`config.mk`:
```
export PLATFORM = sky130hd
export DESIGN_NAME = unicode_escape_to_utf8
export DESIGN_NICKNAME = d
export VERILOG_FILES = /design/src/design/ue2u_pkg.sv /design/src/design/ue2u_front.sv /design/src/design/ue2u_queue.sv /design/src/design/ue2u_back.sv /design/src/design/unicode_escape_to_utf8.sv
export SDC_FILE = /design/constraint.sdc
export NUM_CORES = 1
export LEC_CHECK = 0
export ABC_CLOCK_PERIOD_IN_PS = 5500
export BUFFER_PORTS_ARGS = -buffer_cell sky130_fd_sc_hd__buf_2
export CAP_MARGIN = 20
export CORE_MARGIN = 4
export CORE_UTILIZATION = 55
export CTS_BUF_LIST = sky130_fd_sc_hd__clkbuf_8
export CTS_CLUSTER_DIAMETER = 60
export DETAILED_ROUTE_END_ITERATION = 10
export PLACE_DENSITY_LB_ADDON = 0.3
export SLEW_MARGIN = 20
export SYNTH_ARGS = -nofsm -noshare
export SYNTH_HDL_FRONTEND = slang
export SYNTH_SLANG_ARGS = --single-unit
```
`constraint.sdc`:
```
create_clock -name clk -period 5.5 [get_ports clk]
set_clock_uncertainty 0.05 [all_clocks]
set_input_delay 0.825 -clock clk [delete_from_list [all_inputs] [get_ports clk]]
set_output_delay 0.825 -clock clk [all_outputs]
set_load 0.005 [all_outputs]
```
`src/design/ue2u_pkg.sv`:
```
// shared types and constants for the unicode escape to utf-8 converter
// no dependencies
package ue2u_pkg;

  localparam int ESCAPE_DIGITS_DEF = 4;
  localparam int CNT_W             = 3;

  localparam logic [7:0] CH_BSLASH = 8'h5C;
  localparam logic [7:0] CH_U      = 8'h75;

  typedef enum logic [1:0] {
    MODE_IDLE   = 2'd0,
    MODE_BSLASH = 2'd1,
    MODE_DIGITS = 2'd2
  } parse_mode_t;

  // control half of one queued run of output bytes
  typedef struct packed {
    logic [CNT_W-1:0] count;
    logic             last;
  } run_ctl_t;

endpackage

```
`src/design/ue2u_front.sv`:
```
// front end: accepts message bytes, tracks escapes, builds runs of output bytes
// depends on ue2u_pkg
module ue2u_front #(
  parameter int EscDigits = ue2u_pkg::ESCAPE_DIGITS_DEF
) (
  input  logic                        clk,
  input  logic                        rst_n,
  input  logic                        in_valid,
  output logic                        in_stall,
  input  logic [7:0]                  in_byte,
  input  logic                        in_message_last,
  input  logic                        full_i,
  output logic                        push_o,
  output ue2u_pkg::run_ctl_t          run_ctl_o,
  output logic [(EscDigits+2)*8-1:0]  run_data_o
);
  import ue2u_pkg::*;

  localparam int RunN = EscDigits + 2;

  parse_mode_t      mode_r, mode_nxt;
  logic [CNT_W-1:0] dc_r;
  logic [15:0]      cv_r;
  logic             hex_r;
  logic [7:0]       raw_r [EscDigits];

  logic             accept;
  logic             is_hex;
  logic [3:0]       hex_d;
  logic [15:0]      cv_step;
  logic             hex_step;
  logic [CNT_W-1:0] dc_step;
  logic             done;
  logic [7:0]       rb [RunN];
  logic [CNT_W-1:0] cnt;

  assign accept   = in_valid & ~full_i;
  assign in_stall = full_i;

  // hex digit decode, either case
  always_comb begin
    is_hex = 1'b1;
    hex_d  = 4'd0;
    if (in_byte >= 8'h30 && in_byte <= 8'h39) begin
      hex_d = in_byte[3:0];
    end else if ((in_byte >= 8'h41 && in_byte <= 8'h46) ||
                 (in_byte >= 8'h61 && in_byte <= 8'h66)) begin
      hex_d = in_byte[3:0] + 4'd9;
    end else begin
      is_hex = 1'b0;
    end
  end

  assign cv_step  = is_hex ? {cv_r[11:0], hex_d} : cv_r;
  assign hex_step = hex_r & is_hex;
  assign dc_step  = dc_r + CNT_W'(1);
  assign done     = (dc_step >= CNT_W'(EscDigits)) || in_message_last;

  // next state
  always_comb begin
    case (mode_r)
      MODE_BSLASH: mode_nxt = (in_byte == CH_U && !in_message_last) ? MODE_DIGITS : MODE_IDLE;
      MODE_DIGITS: mode_nxt = done ? MODE_IDLE : MODE_DIGITS;
      default:     mode_nxt = (in_byte == CH_BSLASH && !in_message_last) ? MODE_BSLASH
                                                                         : MODE_IDLE;
    endcase
  end

  // run of bytes caused by this request
  always_comb begin
    for (int i = 0; i < RunN; i++) rb[i] = 8'h00;
    cnt = '0;
    case (mode_r)
      MODE_BSLASH: begin
        if (!(in_byte == CH_U && !in_message_last)) begin
          rb[0] = CH_BSLASH;
          rb[1] = in_byte;
          cnt   = CNT_W'(2);
        end
      end
      MODE_DIGITS: begin
        if (done) begin
          if (hex_step) begin
            if (cv_step < 16'h0080) begin
              rb[0] = {1'b0, cv_step[6:0]};
              cnt   = (cv_step != 16'h0000) ? CNT_W'(1) : '0;
            end else if (cv_step < 16'h0800) begin
              rb[0] = {3'b110, cv_step[10:6]};
              rb[1] = {2'b10, cv_step[5:0]};
              cnt   = CNT_W'(2);
            end else begin
              rb[0] = {4'b1110, cv_step[15:12]};
              rb[1] = {2'b10, cv_step[11:6]};
              rb[2] = {2'b10, cv_step[5:0]};
              cnt   = CNT_W'(3);
            end
          end else begin
            rb[0] = CH_BSLASH;
            rb[1] = CH_U;
            for (int i = 0; i < EscDigits; i++) begin
              rb[i+2] = (dc_r == CNT_W'(i)) ? in_byte : raw_r[i];
            end
            cnt = dc_step + CNT_W'(2);
          end
        end
      end
      default: begin
        if (!(in_byte == CH_BSLASH && !in_message_last)) begin
          rb[0] = in_byte;
          cnt   = CNT_W'(1);
        end
      end
    endcase
  end

  always_comb begin
    for (int i = 0; i < RunN; i++) run_data_o[i*8 +: 8] = rb[i];
  end

  assign run_ctl_o.count = cnt;
  assign run_ctl_o.last  = in_message_last;
  assign push_o          = accept & ((cnt != '0) | in_message_last);

  always_ff @(posedge clk) begin
    if (!rst_n) begin
      mode_r <= MODE_IDLE;
      dc_r   <= '0;
      cv_r   <= '0;
      hex_r  <= 1'b1;
    end else if (accept) begin
      mode_r <= mode_nxt;
      if (mode_r == MODE_DIGITS && !done) begin
        dc_r  <= dc_step;
        cv_r  <= cv_step;
        hex_r <= hex_step;
      end else begin
        dc_r  <= '0;
        cv_r  <= '0;
        hex_r <= 1'b1;
      end
    end
  end

  // escape bytes kept for raw replay
  always_ff @(posedge clk) begin
    if (accept && mode_r == MODE_DIGITS) begin
      for (int i = 0; i < EscDigits; i++) begin
        if (dc_r == CNT_W'(i)) raw_r[i] <= in_byte;
      end
    end
  end

endmodule

```
`src/design/ue2u_queue.sv`:
```
// two-entry queue of runs between front and back end
// depends on nothing but its width parameter
module ue2u_queue #(
  parameter int Width = 8
) (
  input  logic             clk,
  input  logic             rst_n,
  input  logic             push_i,
  input  logic [Width-1:0] wdata_i,
  input  logic             pop_i,
  output logic [Width-1:0] rdata_o,
  output logic             full_o,
  output logic             empty_o
);

  logic [Width-1:0] slot0_r, slot1_r;
  logic             wr_ptr_r, rd_ptr_r;
  logic [1:0]       fill_r;
  logic             do_push, do_pop;

  assign full_o  = fill_r == 2'd2;
  assign empty_o = fill_r == 2'd0;
  assign do_push = push_i & ~full_o;
  assign do_pop  = pop_i & ~empty_o;
  assign rdata_o = rd_ptr_r ? slot1_r : slot0_r;

  always_ff @(posedge clk) begin
    if (!rst_n) begin
      wr_ptr_r <= 1'b0;
      rd_ptr_r <= 1'b0;
      fill_r   <= 2'd0;
    end else begin
      if (do_push) wr_ptr_r <= ~wr_ptr_r;
      if (do_pop)  rd_ptr_r <= ~rd_ptr_r;
      if (do_push && !do_pop)      fill_r <= fill_r + 2'd1;
      else if (do_pop && !do_push) fill_r <= fill_r - 2'd1;
    end
  end

  always_ff @(posedge clk) begin
    if (do_push && !wr_ptr_r) slot0_r <= wdata_i;
    if (do_push &&  wr_ptr_r) slot1_r <= wdata_i;
  end

endmodule

```
`src/design/ue2u_back.sv`:
```
// back end: plays one queued run out as result bytes, one per cycle while the result side does not stall
// depends on ue2u_pkg
module ue2u_back #(
  parameter int EscDigits = ue2u_pkg::ESCAPE_DIGITS_DEF
) (
  input  logic                        clk,
  input  logic                        rst_n,
  input  logic                        q_empty_i,
  input  ue2u_pkg::run_ctl_t          q_ctl_i,
  input  logic [(EscDigits+2)*8-1:0]  q_data_i,
  output logic                        pop_o,
  output logic                        out_valid,
  input  logic                        out_stall,
  output logic [7:0]                  out_byte,
  output logic                        out_byte_valid,
  output logic                        out_message_end,
  output logic                        out_run_last
);
  import ue2u_pkg::*;

  localparam int RunN = EscDigits + 2;

  logic                  busy_r;
  logic [CNT_W-1:0]      pos_r;
  run_ctl_t              cur_ctl_r;
  logic [RunN*8-1:0]     cur_data_r;

  logic [CNT_W-1:0]      last_pos;
  logic                  is_end;
  logic                  take;
  logic                  load;
  logic [7:0]            sel_byte;

  assign last_pos = (cur_ctl_r.count == '0) ? '0 : cur_ctl_r.count - CNT_W'(1);
  assign is_end   = pos_r == last_pos;
  assign take     = busy_r & ~out_stall;
  assign load     = ~q_empty_i & (~busy_r | (take & is_end));
  assign pop_o    = load;

  always_comb begin
    sel_byte = 8'h00;
    for (int i = 0; i < RunN; i++) begin
      if (pos_r == CNT_W'(i)) sel_byte = cur_data_r[i*8 +: 8];
    end
  end

  assign out_valid       = busy_r;
  assign out_byte_valid  = cur_ctl_r.count != '0;
  assign out_byte        = out_byte_valid ? sel_byte : 8'h00;
  assign out_run_last    = is_end;
  assign out_message_end = is_end & cur_ctl_r.last;

  always_ff @(posedge clk) begin
    if (!rst_n) begin
      busy_r <= 1'b0;
      pos_r  <= '0;
    end else if (load) begin
      busy_r <= 1'b1;
      pos_r  <= '0;
    end else if (take && is_end) begin
      busy_r <= 1'b0;
    end else if (take) begin
      pos_r <= pos_r + CNT_W'(1);
    end
  end

  always_ff @(posedge clk) begin
    if (load) begin
      cur_ctl_r  <= q_ctl_i;
      cur_data_r <= q_data_i;
    end
  end

endmodule

```
`src/design/unicode_escape_to_utf8.sv`:
```
// Converts a byte stream with JSON-style \uXXXX escapes into UTF-8. One
// message byte is taken per cycle whenever the run queue has room; each byte
// yields zero to EscDigits+2 result bytes, delivered one per cycle while
// the result side does not stall. Ordinary bytes and backslash pairs pass
// through, a complete hex escape becomes 1 to 3 UTF-8 bytes (U+0000 gives
// none), and a broken escape is replayed raw. A message-ending byte that
// yields nothing gives one bare end item. The input side takes a request
// every cycle until the two-run queue fills, when runs outpace the result
// side. Each run is registered in a queue slot, then in the back end's
// run register, before its first result byte leaves.
// depends on ue2u_pkg, ue2u_front, ue2u_queue, ue2u_back
module unicode_escape_to_utf8 #(
  parameter int EscDigits = ue2u_pkg::ESCAPE_DIGITS_DEF
) (
  input  logic       clk,
  input  logic       rst_n,
  // input channel: one message byte per request
  input  logic       in_valid,
  output logic       in_stall,
  input  logic [7:0] in_byte,
  input  logic       in_message_last,
  // result channel: at most one output byte per request
  output logic       out_valid,
  input  logic       out_stall,
  output logic [7:0] out_byte,
  output logic       out_byte_valid,
  output logic       out_message_end,
  output logic       out_run_last
);
  import ue2u_pkg::*;

  localparam int RunW = (EscDigits + 2) * 8;
  localparam int QW   = $bits(run_ctl_t) + RunW;

  logic            push;
  logic            pop;
  logic            q_full;
  logic            q_empty;
  run_ctl_t        f_ctl;
  logic [RunW-1:0] f_data;
  run_ctl_t        q_ctl;
  logic [RunW-1:0] q_data;
  logic [QW-1:0]   q_rdata;

  // front: escape parsing and run building
  ue2u_front #(.EscDigits(EscDigits)) u_front (
    .clk             (clk),
    .rst_n           (rst_n),
    .in_valid        (in_valid),
    .in_stall        (in_stall),
    .in_byte         (in_byte),
    .in_message_last (in_message_last),
    .full_i          (q_full),
    .push_o          (push),
    .run_ctl_o       (f_ctl),
    .run_data_o      (f_data)
  );

  // queue decouples the two sides
  ue2u_queue #(.Width(QW)) u_queue (
    .clk     (clk),
    .rst_n   (rst_n),
    .push_i  (push),
    .wdata_i ({f_ctl, f_data}),
    .pop_i   (pop),
    .rdata_o (q_rdata),
    .full_o  (q_full),
    .empty_o (q_empty)
  );

  assign q_ctl  = q_rdata[QW-1:RunW];
  assign q_data = q_rdata[RunW-1:0];

  // back: serializes runs onto the result channel
  ue2u_back #(.EscDigits(EscDigits)) u_back (
    .clk             (clk),
    .rst_n           (rst_n),
    .q_empty_i       (q_empty),
    .q_ctl_i         (q_ctl),
    .q_data_i        (q_data),
    .pop_o           (pop),
    .out_valid       (out_valid),
    .out_stall       (out_stall),
    .out_byte        (out_byte),
    .out_byte_valid  (out_byte_valid),
    .out_message_end (out_message_end),
    .out_run_last    (out_run_last)
  );

endmodule

```
==> key figures, run 1 <==
Synth
  – Compound-Gate Fraction of Synth Area: 12.5%
  – Yosys warning count: 0
  – Multiplexer share of the synthesized area: 8.28%
  – Syn_area_per_cell: 12.4 um2
  – Cells after Synth: 802
  – Post-synthesis xor/xnor area fraction: less than 1%
  – Adder-cell share of the synthesized area: between 2 and 2.5%
  – EDFF count, synth: around 190
  – #FFs+latches synth: around 220
  – Post-synthesis simple-gate area fraction: a little over a tenth
  – Top_reg_cell synth: edfxtp_1
  – Seq/Total Area, Yosys: between 60% and 70%
  – Async set-reset flop share out of synthesis: 0%
  – Cell Area, Synth: ~0.01 mm2
  – Main combinational cell family by area after synthesis: compound AO/OA/AOI/OAI gates
  – Yosys cell types: 65
  – Net Count, Synth: about 830

Critical path
  – Cell mode on critical path: o21ai_0
  – Cells along the critical path: inv_1 > ha_1 > nor2b_1 > a22oi_1 > nor2_1 > a21oi_1 > o21ai_0 > o21ai_0 > o21ai_0 > o211a_1 > buf_2
  – Setup Crit Path Kind: reg2out
  – R2R depth: 12
  – Worst Path Arrival: between 3 and 4 ns
  – Req. time, crit path: between 4 and 5 ns
  – Max incr delay on CP: 0.65 ns
  – CP endpoint kind: output port
  – CP startpoint kind: flip-flop
  – Highest-delay cell along the critical path: nor2b_1
  – Largest fanout on the critical path: 17

Timing
  – Setup ws final: around 1.3 ns
  – RSZ-0062 raised after global routing: false
  – Relative slew margins: between 20 and 30%
  – Final setup violation count: 0
  – Slew Limit Fails: 0
  – Endpoints failing hold: 0
  – Highest clock rate: 241 MHz
  – Final period utilization: 75.6%
  – Worst-margin pin slew: between 1 and 1.5 ns
  – Tmin final: about 4.2 ns

Clocking
  – Hold_buf cts: 0
  – Worst-case clock buffer depth: 3
  – CTS tree: yes
  – CTS HTree Levels: 2
  – Clock Latency Late Sink: 0.53 ns
  – Post-CTS resize count: 0
  – Number of buffers created by CTS: 38
  – Post-CTS setup buffers: 0
  – # clock sinks: approximately 220
  – Reg clk slew, reported paths: 0.06 ns
  – Root Buffer: clkbuf_8

Detailed routing
  – Final wirelength: about 22000 um
  – Violation count after the first detailed-route iteration: 540
  – DRC: 0
  – Vias per cell: roughly 6
  – Routed vias: between 6k and 7k
  – Final ANT Viol Nets: 0
  – TritonRoute pass-1 iters: 5
  – DR WL/cell: just over 20 um

Finish
  – Most frequent cells in the layout: edfxtp_1 (188), nand2_1 (94), a21oi_1 (52), mux2_2 (52), nor2_1 (51)
  – Fill cells: 1356
  – Commonest non-fill, non-tap cell in the layout: edfxtp_1
  – Fin area: approximately 0.011 mm2
  – Final net count: approximately 860
  – Share of layout cells above drive strength 1: roughly 18%
  – ANT cells: 0
  – P&R area growth vs syn: 11.0%

Global routing
  – GR Overflow Total: 0
  – First-pass GRT wire length: around 35000 um
  – Largest net degree at the start of global routing: 54
  – Initial antenna violation count: 0
  – Total GRT Usage: around 23%
  – Vias in the first global route: 6224

Place
  – Port Buf Inserts: 25
  – Placed Instance Area: roughly 0.010 mm2
  – Final HPWL DP: between 15000 and 20000 um
  – Place WS: around 1 ns
  – RePlAce Congestion: between 0.9 and 1

Die
  – Core Box Area: 0.0175 mm2
  – I/O pins: 26
  – Die area: 0.0203 mm2
  – Chip width: 143 um
  – Initial Util: between 50% and 60%
  – FP Rows: 48
  – Die span in y: 143 um

Pwr
  – Peak supply drop: between 200 and 300 uV
  – Leak: 0.00390 uW
  – Pwr per Cell Area: around 430 mW/mm2

Run
  – Max-cap violations: 0

Hold path
  – Cell depth of the worst hold path: 2
  – Worst min-delay path class: reg2reg

Run status
  – Status: finished clean
## layout make-up
type	count	area [um2]	area share [%]
inverters	24	90.1	0.814
flip-flops and latches	218	6250	56.5
well taps	225	282	2.55
repair buffers	31	195	1.76
clock inverters	31	250	2.26
multi-input cells	514	3460	31.3
clock buffers	39	537	4.85
## cells in the mapped netlist, drive strengths merged (6+ instances only)
cell type | number | area [um2]
edfxtp | 188 | 5650
nor3 | 6 | 30.0
o211a | 8 | 80.1
a21o | 6 | 45.0
nand2 | 94 | 353
nand3 | 8 | 40.0
a211oi | 6 | 50.1
o22ai | 8 | 50.1
dfxtp | 30 | 601
a21oi | 53 | 269
and2 | 15 | 93.8
clkbuf | 32 | 120
nor2 | 53 | 199
buf | 14 | 67.6
mux2 | 52 | 586
a22oi | 22 | 165
ha | 19 | 238
a21boi | 6 | 45.0
nor2b | 18 | 113
mux2i | 24 | 240
o21ai | 48 | 244
inv | 23 | 86.3
## state kept, by name, indices dropped and copies added, names as in the netlist
name,cells
u_front.hex_r,1
u_back.out_valid,1
u_front.raw_r,32
u_queue.rd_ptr_r,1
u_front.dc_r,3
u_queue.fill_r,2
u_back.cur_ctl_r,4
u_queue.slot1_r,52
u_queue.wr_ptr_r,1
u_back.cur_data_r,48
u_back.pos_r,3
u_front.mode_r,2
u_front.cv_r,16
u_queue.slot0_r,52
## kinds of logic after synthesis
kind of cell | count (synthesis)
compound gates | 188
xor+xnor | 8
fa+ha+maj | 19
buf+inv | 70
flops | 218
mux | 76
simple gates | 223
## worst max-delay path: cells and delay by family, from the launching register on
| kind | cells | cell delay [ns] |
|---|---|---|
| AND/OR/NAND/NOR | 2 | 0.84 |
| AO/OA/AOI/OAI | 6 | 0.77 |
| adder cells (fa/ha/maj) | 1 | 0.57 |
| flip-flops | 1 | 0.34 |
| buffers and inverters | 2 | 0.24 |
## final timing paths
kind,startpoint,end,slack [ns]
worst min-delay path,u_front.mode_r[0],u_front.mode_r[0],0.44
worst min register to register,u_front.mode_r[0],u_front.mode_r[0],0.44
worst max register to register,u_front.mode_r[0],u_queue.fill_r[1],2.02
worst max-delay path,u_back.pos_r[0],out_byte[5],1.34
## metrics by stage
stage	std cells	utilization [%]	power, uW	TNS, ns	hold WS (ns)
finish	1082	63.1	4800	0	0.437
global route	1082	63.1	5040	0	0.468
CTS	1082	63.1	4840	0	0.440
detailed placement	1012	58.6	3320	0	0.433
global placement	1012	58.6	3290	0	0.421
floorplan	802	-	3010	-35.07	0.408
## metal layers
metal | wire [um] | share of wire [%] | vias to the layer above | global-route usage (%)
met2 | 10300 | 46 | 276 | 35.0
met1 | 10000 | 45 | 3151 | 32.6
met4 | 652 | 2.9 | 0 | 7.90
met5 | 0 | 0 | - | 0
met3 | 1470 | 6.5 | 53 | 3.75
li1 | - | - | 3030 | -
## where the power goes
part / internal [uW] / leakage [uW] / switching (uW)
sequential: 2220 / 0.00202 / 95.5
clock: 859 / 0.000410 / 656
combinational: 391 / 0.00147 / 578
(Power assumes the default switching activity.)
==> run 2, diff against run 1 <==
--- a/config.mk
+++ b/config.mk
@@ -5,7 +5,7 @@
 export SDC_FILE = /design/constraint.sdc
 export NUM_CORES = 1
 export LEC_CHECK = 0
-export ABC_CLOCK_PERIOD_IN_PS = 5500
+export ABC_CLOCK_PERIOD_IN_PS = 3630
 export BUFFER_PORTS_ARGS = -buffer_cell sky130_fd_sc_hd__buf_2
 export CAP_MARGIN = 20
 export CORE_MARGIN = 4
==> constraint.sdc (replaced) <==
create_clock -name clk -period 3.63 [get_ports clk]
set_clock_uncertainty 0.05 [all_clocks]
set_input_delay 0.5445 -clock clk [delete_from_list [all_inputs] [get_ports clk]]
set_output_delay 0.5445 -clock clk [all_outputs]
set_load 0.005 [all_outputs]
==> key figures, run 2 (same netlist as run 1, synthesis figures left out) <==
Die
  – FP Rows: 48 (unchanged)
  – Die span in y: 143 um (unchanged)
  – Die area: 0.0203 mm2 (unchanged)
  – Chip width: 143 um (unchanged)
  – Initial Util: 56.8% (unchanged)
  – Core Box Area: 0.0175 mm2 (unchanged)
  – I/O pins: 26 (unchanged)

Clocking
  – Root Buffer: clkbuf_8
  – Post-CTS setup buffers: 0 (unchanged)
  – Clock Latency Late Sink: 0.53 ns (about the same)
  – # clock sinks: 218 (unchanged)
  – Number of buffers created by CTS: 36 (-5.3%)
  – Hold_buf cts: 0 (unchanged)
  – CTS tree: yes
  – Worst-case clock buffer depth: 3 (unchanged)
  – Reg clk slew, reported paths: 0.06 ns (about the same)
  – CTS HTree Levels: 2 (unchanged)

Global routing
  – GR Overflow Total: 0 (unchanged)
  – Initial antenna violation count: 0 (unchanged)
  – Total GRT Usage: 22.9% (+0.33 points)
  – Vias in the first global route: 6535 (+5.0%)
  – First-pass GRT wire length: 36300 um (+3.2%)
  – Largest net degree at the start of global routing: 53 (-1.9%)

Critical path
  – CP delay by family, top: compound AO/OA/AOI/OAI gates
  – Largest fanout on the critical path: 17 (unchanged)
  – CP startpoint kind: flip-flop
  – Max incr delay on CP: 0.39 ns (-0.26 ns)
  – Worst Path Arrival: 2.86 ns (-0.42 ns)
  – Cell mode on critical path: o21ai_0
  – CP endpoint kind: output port
  – Cells along the critical path: inv_1 > ha_1 > buf_4 > nor2b_2 > a22oi_1 > nor2_1 > a21oi_1 > o21ai_0 > o21ai_0 > o21ai_0 > o211a_1 > buf_2
  – Setup Crit Path Kind: reg2out
  – Req. time, crit path: 3.04 ns (-1.58 ns)
  – Buf/Inv on CP: 3 (+1)
  – Highest-delay cell along the critical path: dfxtp_1

Timing
  – Relative slew margins: 27.6% (-1.6 points)
  – RSZ-0062 raised after global routing: false
  – Highest clock rate: approximately 290 MHz
  – Final setup violation count: 0 (unchanged)
  – Tmin final: around 3.5 ns
  – Endpoints failing hold: 0 (unchanged)
  – Worst-margin pin slew: 1.09 ns (+0.0259 ns)
  – Setup ws final: 0.176 ns (-1.17 ns)
  – Slew Limit Fails: 0 (unchanged)
  – TNS Setup: 0 ns (unchanged)
  – Final period utilization: 95.1%

Pwr
  – Peak supply drop: 491 uV (+72%)
  – Pint: 4990 uW (+44%)
  – Pwr per Cell Area: 621 mW/mm2 (+43%)
  – Comb pwr share: 21.7% (+1.5 points)
  – Switching share of power: 28.8% (+1.1 points)
  – Psw: 2020 uW (+52%)
  – Clock network power share: 27.3% (-4.3 points)
  – Leak: 0.00404 uW (+3.7%)
  – Sequential share of power: 51.0% (+2.8 points)

Place
  – Final HPWL DP: 15700 um (+4.2%)
  – Place WS: 0.0780 ns (-0.902 ns)
  – Placed Instance Area: 0.0106 mm2 (+3.4%)
  – RePlAce Congestion: 0.950 (+4.9%)
  – Port Buf Inserts: 25 (unchanged)

Detailed routing
  – Final wirelength: 22700 um (+1.3%)
  – Vias per cell: 5.91 (-1.7%)
  – Routed vias: 6583 (+1.1%)
  – Violation count after the first detailed-route iteration: 644 (+19%)
  – DR WL/cell: 20.4 um (-1.6%)
  – DRC: 0 (unchanged)
  – TritonRoute pass-1 iters: 5 (unchanged)
  – Final ANT Viol Nets: 0 (unchanged)

Hold path
  – Worst min-delay path class: in2reg

Finish
  – P&R area growth vs syn: 13.1%
  – Final net count: 893 (+4.0%)
  – Most frequent cells in the layout: edfxtp_1 (188), nand2_1 (94), mux2_2 (52), a21oi_1 (51), nor2_1 (51)
  – ANT cells: 0 (unchanged)
  – Commonest non-fill, non-tap cell in the layout: edfxtp_1
  – Share of layout cells above drive strength 1: 21.4% (+3.4 points)
  – Fin area: 0.0113 mm2 (+1.9%)
  – Largest regs: u_queue.slot0_r: 52 flops, u_queue.slot1_r: 52 flops, u_back.cur_data_r: 48 flops
  – Final core utilization: 64.3% (+1.2 points)

Run
  – Max-cap violations: 0 (unchanged)

Run status
  – Status: finished clean
-- run 2: changes by cell type in the layout (fill, tap and decap cells not counted), sizes merged --
cell / before / now
buf: 31 / 67
inv: 27 / 38
clkinv: 21 / 11
bufinv: 4 / 0
clkbuf: 39 / 38
clkinvlp: 3 / 2
-- run 2: timing repair --
action	in CTS	in global routing
hold endpoints to repair	0	0
resized for setup	1	1
setup endpoints to repair	8	8
pin swaps	0	0
-- run 2: cell type report --
class | count | area (um2)
fillers | 1329 | 6260
flip-flops and latches | 218 | 6250
multi-input cells | 514 | 3520
clock buffers | 38 | 523
repair buffers | 67 | 478
well taps | 225 | 282
clock inverters | 27 | 125
inverters | 24 | 103
-- run 2: power by group through the flow --
stage          clock network, uW  registers, uW  logic (uW)
4_1_cts                     1960           3580        1530
2_1_floorplan                  0           3500        1080
6_report                    1910           3570        1520
5_1_grt                     2100           3620        1670
3_5_place_dp                   0           3620        1510
3_3_place_gp                   0           3600        1490
-- run 2: worst register-to-register path: cells and delay by family, from the launching register on --
family                   cells  cell delay, ns
AO/OA/AOI/OAI                6            1.15
adder cells (fa/ha/maj)      1            0.31
flip-flops                   1            0.37
buffers and inverters        1            0.08
AND/OR/NAND/NOR              3            1.29
-- run 2: metal layers --
metal / up-vias / global-route usage [%] / part of all wire (%)
met4: 0 / 7.35 / 2.6
met3: 49 / 4.25 / 6.4
met1: 3170 / 33.4 / 45
li1: 3102 / - / -
met5: - / 0 / 0
met2: 262 / 35.1 / 46
-- run 2: path summary, 6_finish.rpt --
path                               to  depth (start not counted)  slack, ns              start
setup / recovery          out_byte[7]                         12       0.18    u_back.pos_r[0]
setup reg to reg    u_queue.fill_r[1]                         11       0.30    u_front.cv_r[3]
hold reg to reg     u_front.mode_r[0]                          2       0.46  u_front.mode_r[0]
hold / removal    u_front.raw_r[1][4]                          1       0.26         in_byte[4]
-- run 2: through the flow --
| step | power [uW] | instances | hold slack (ns) |
|---|---|---|---|
| floorplan | 4580 | 802 | 0.408 |
| global route | 7390 | 1113 | 0.238 |
| CTS | 7070 | 1113 | 0.231 |
| global placement | 5090 | 1048 | 0.417 |
| detailed placement | 5140 | 1048 | 0.451 |
| finish | 7010 | 1113 | 0.260 |
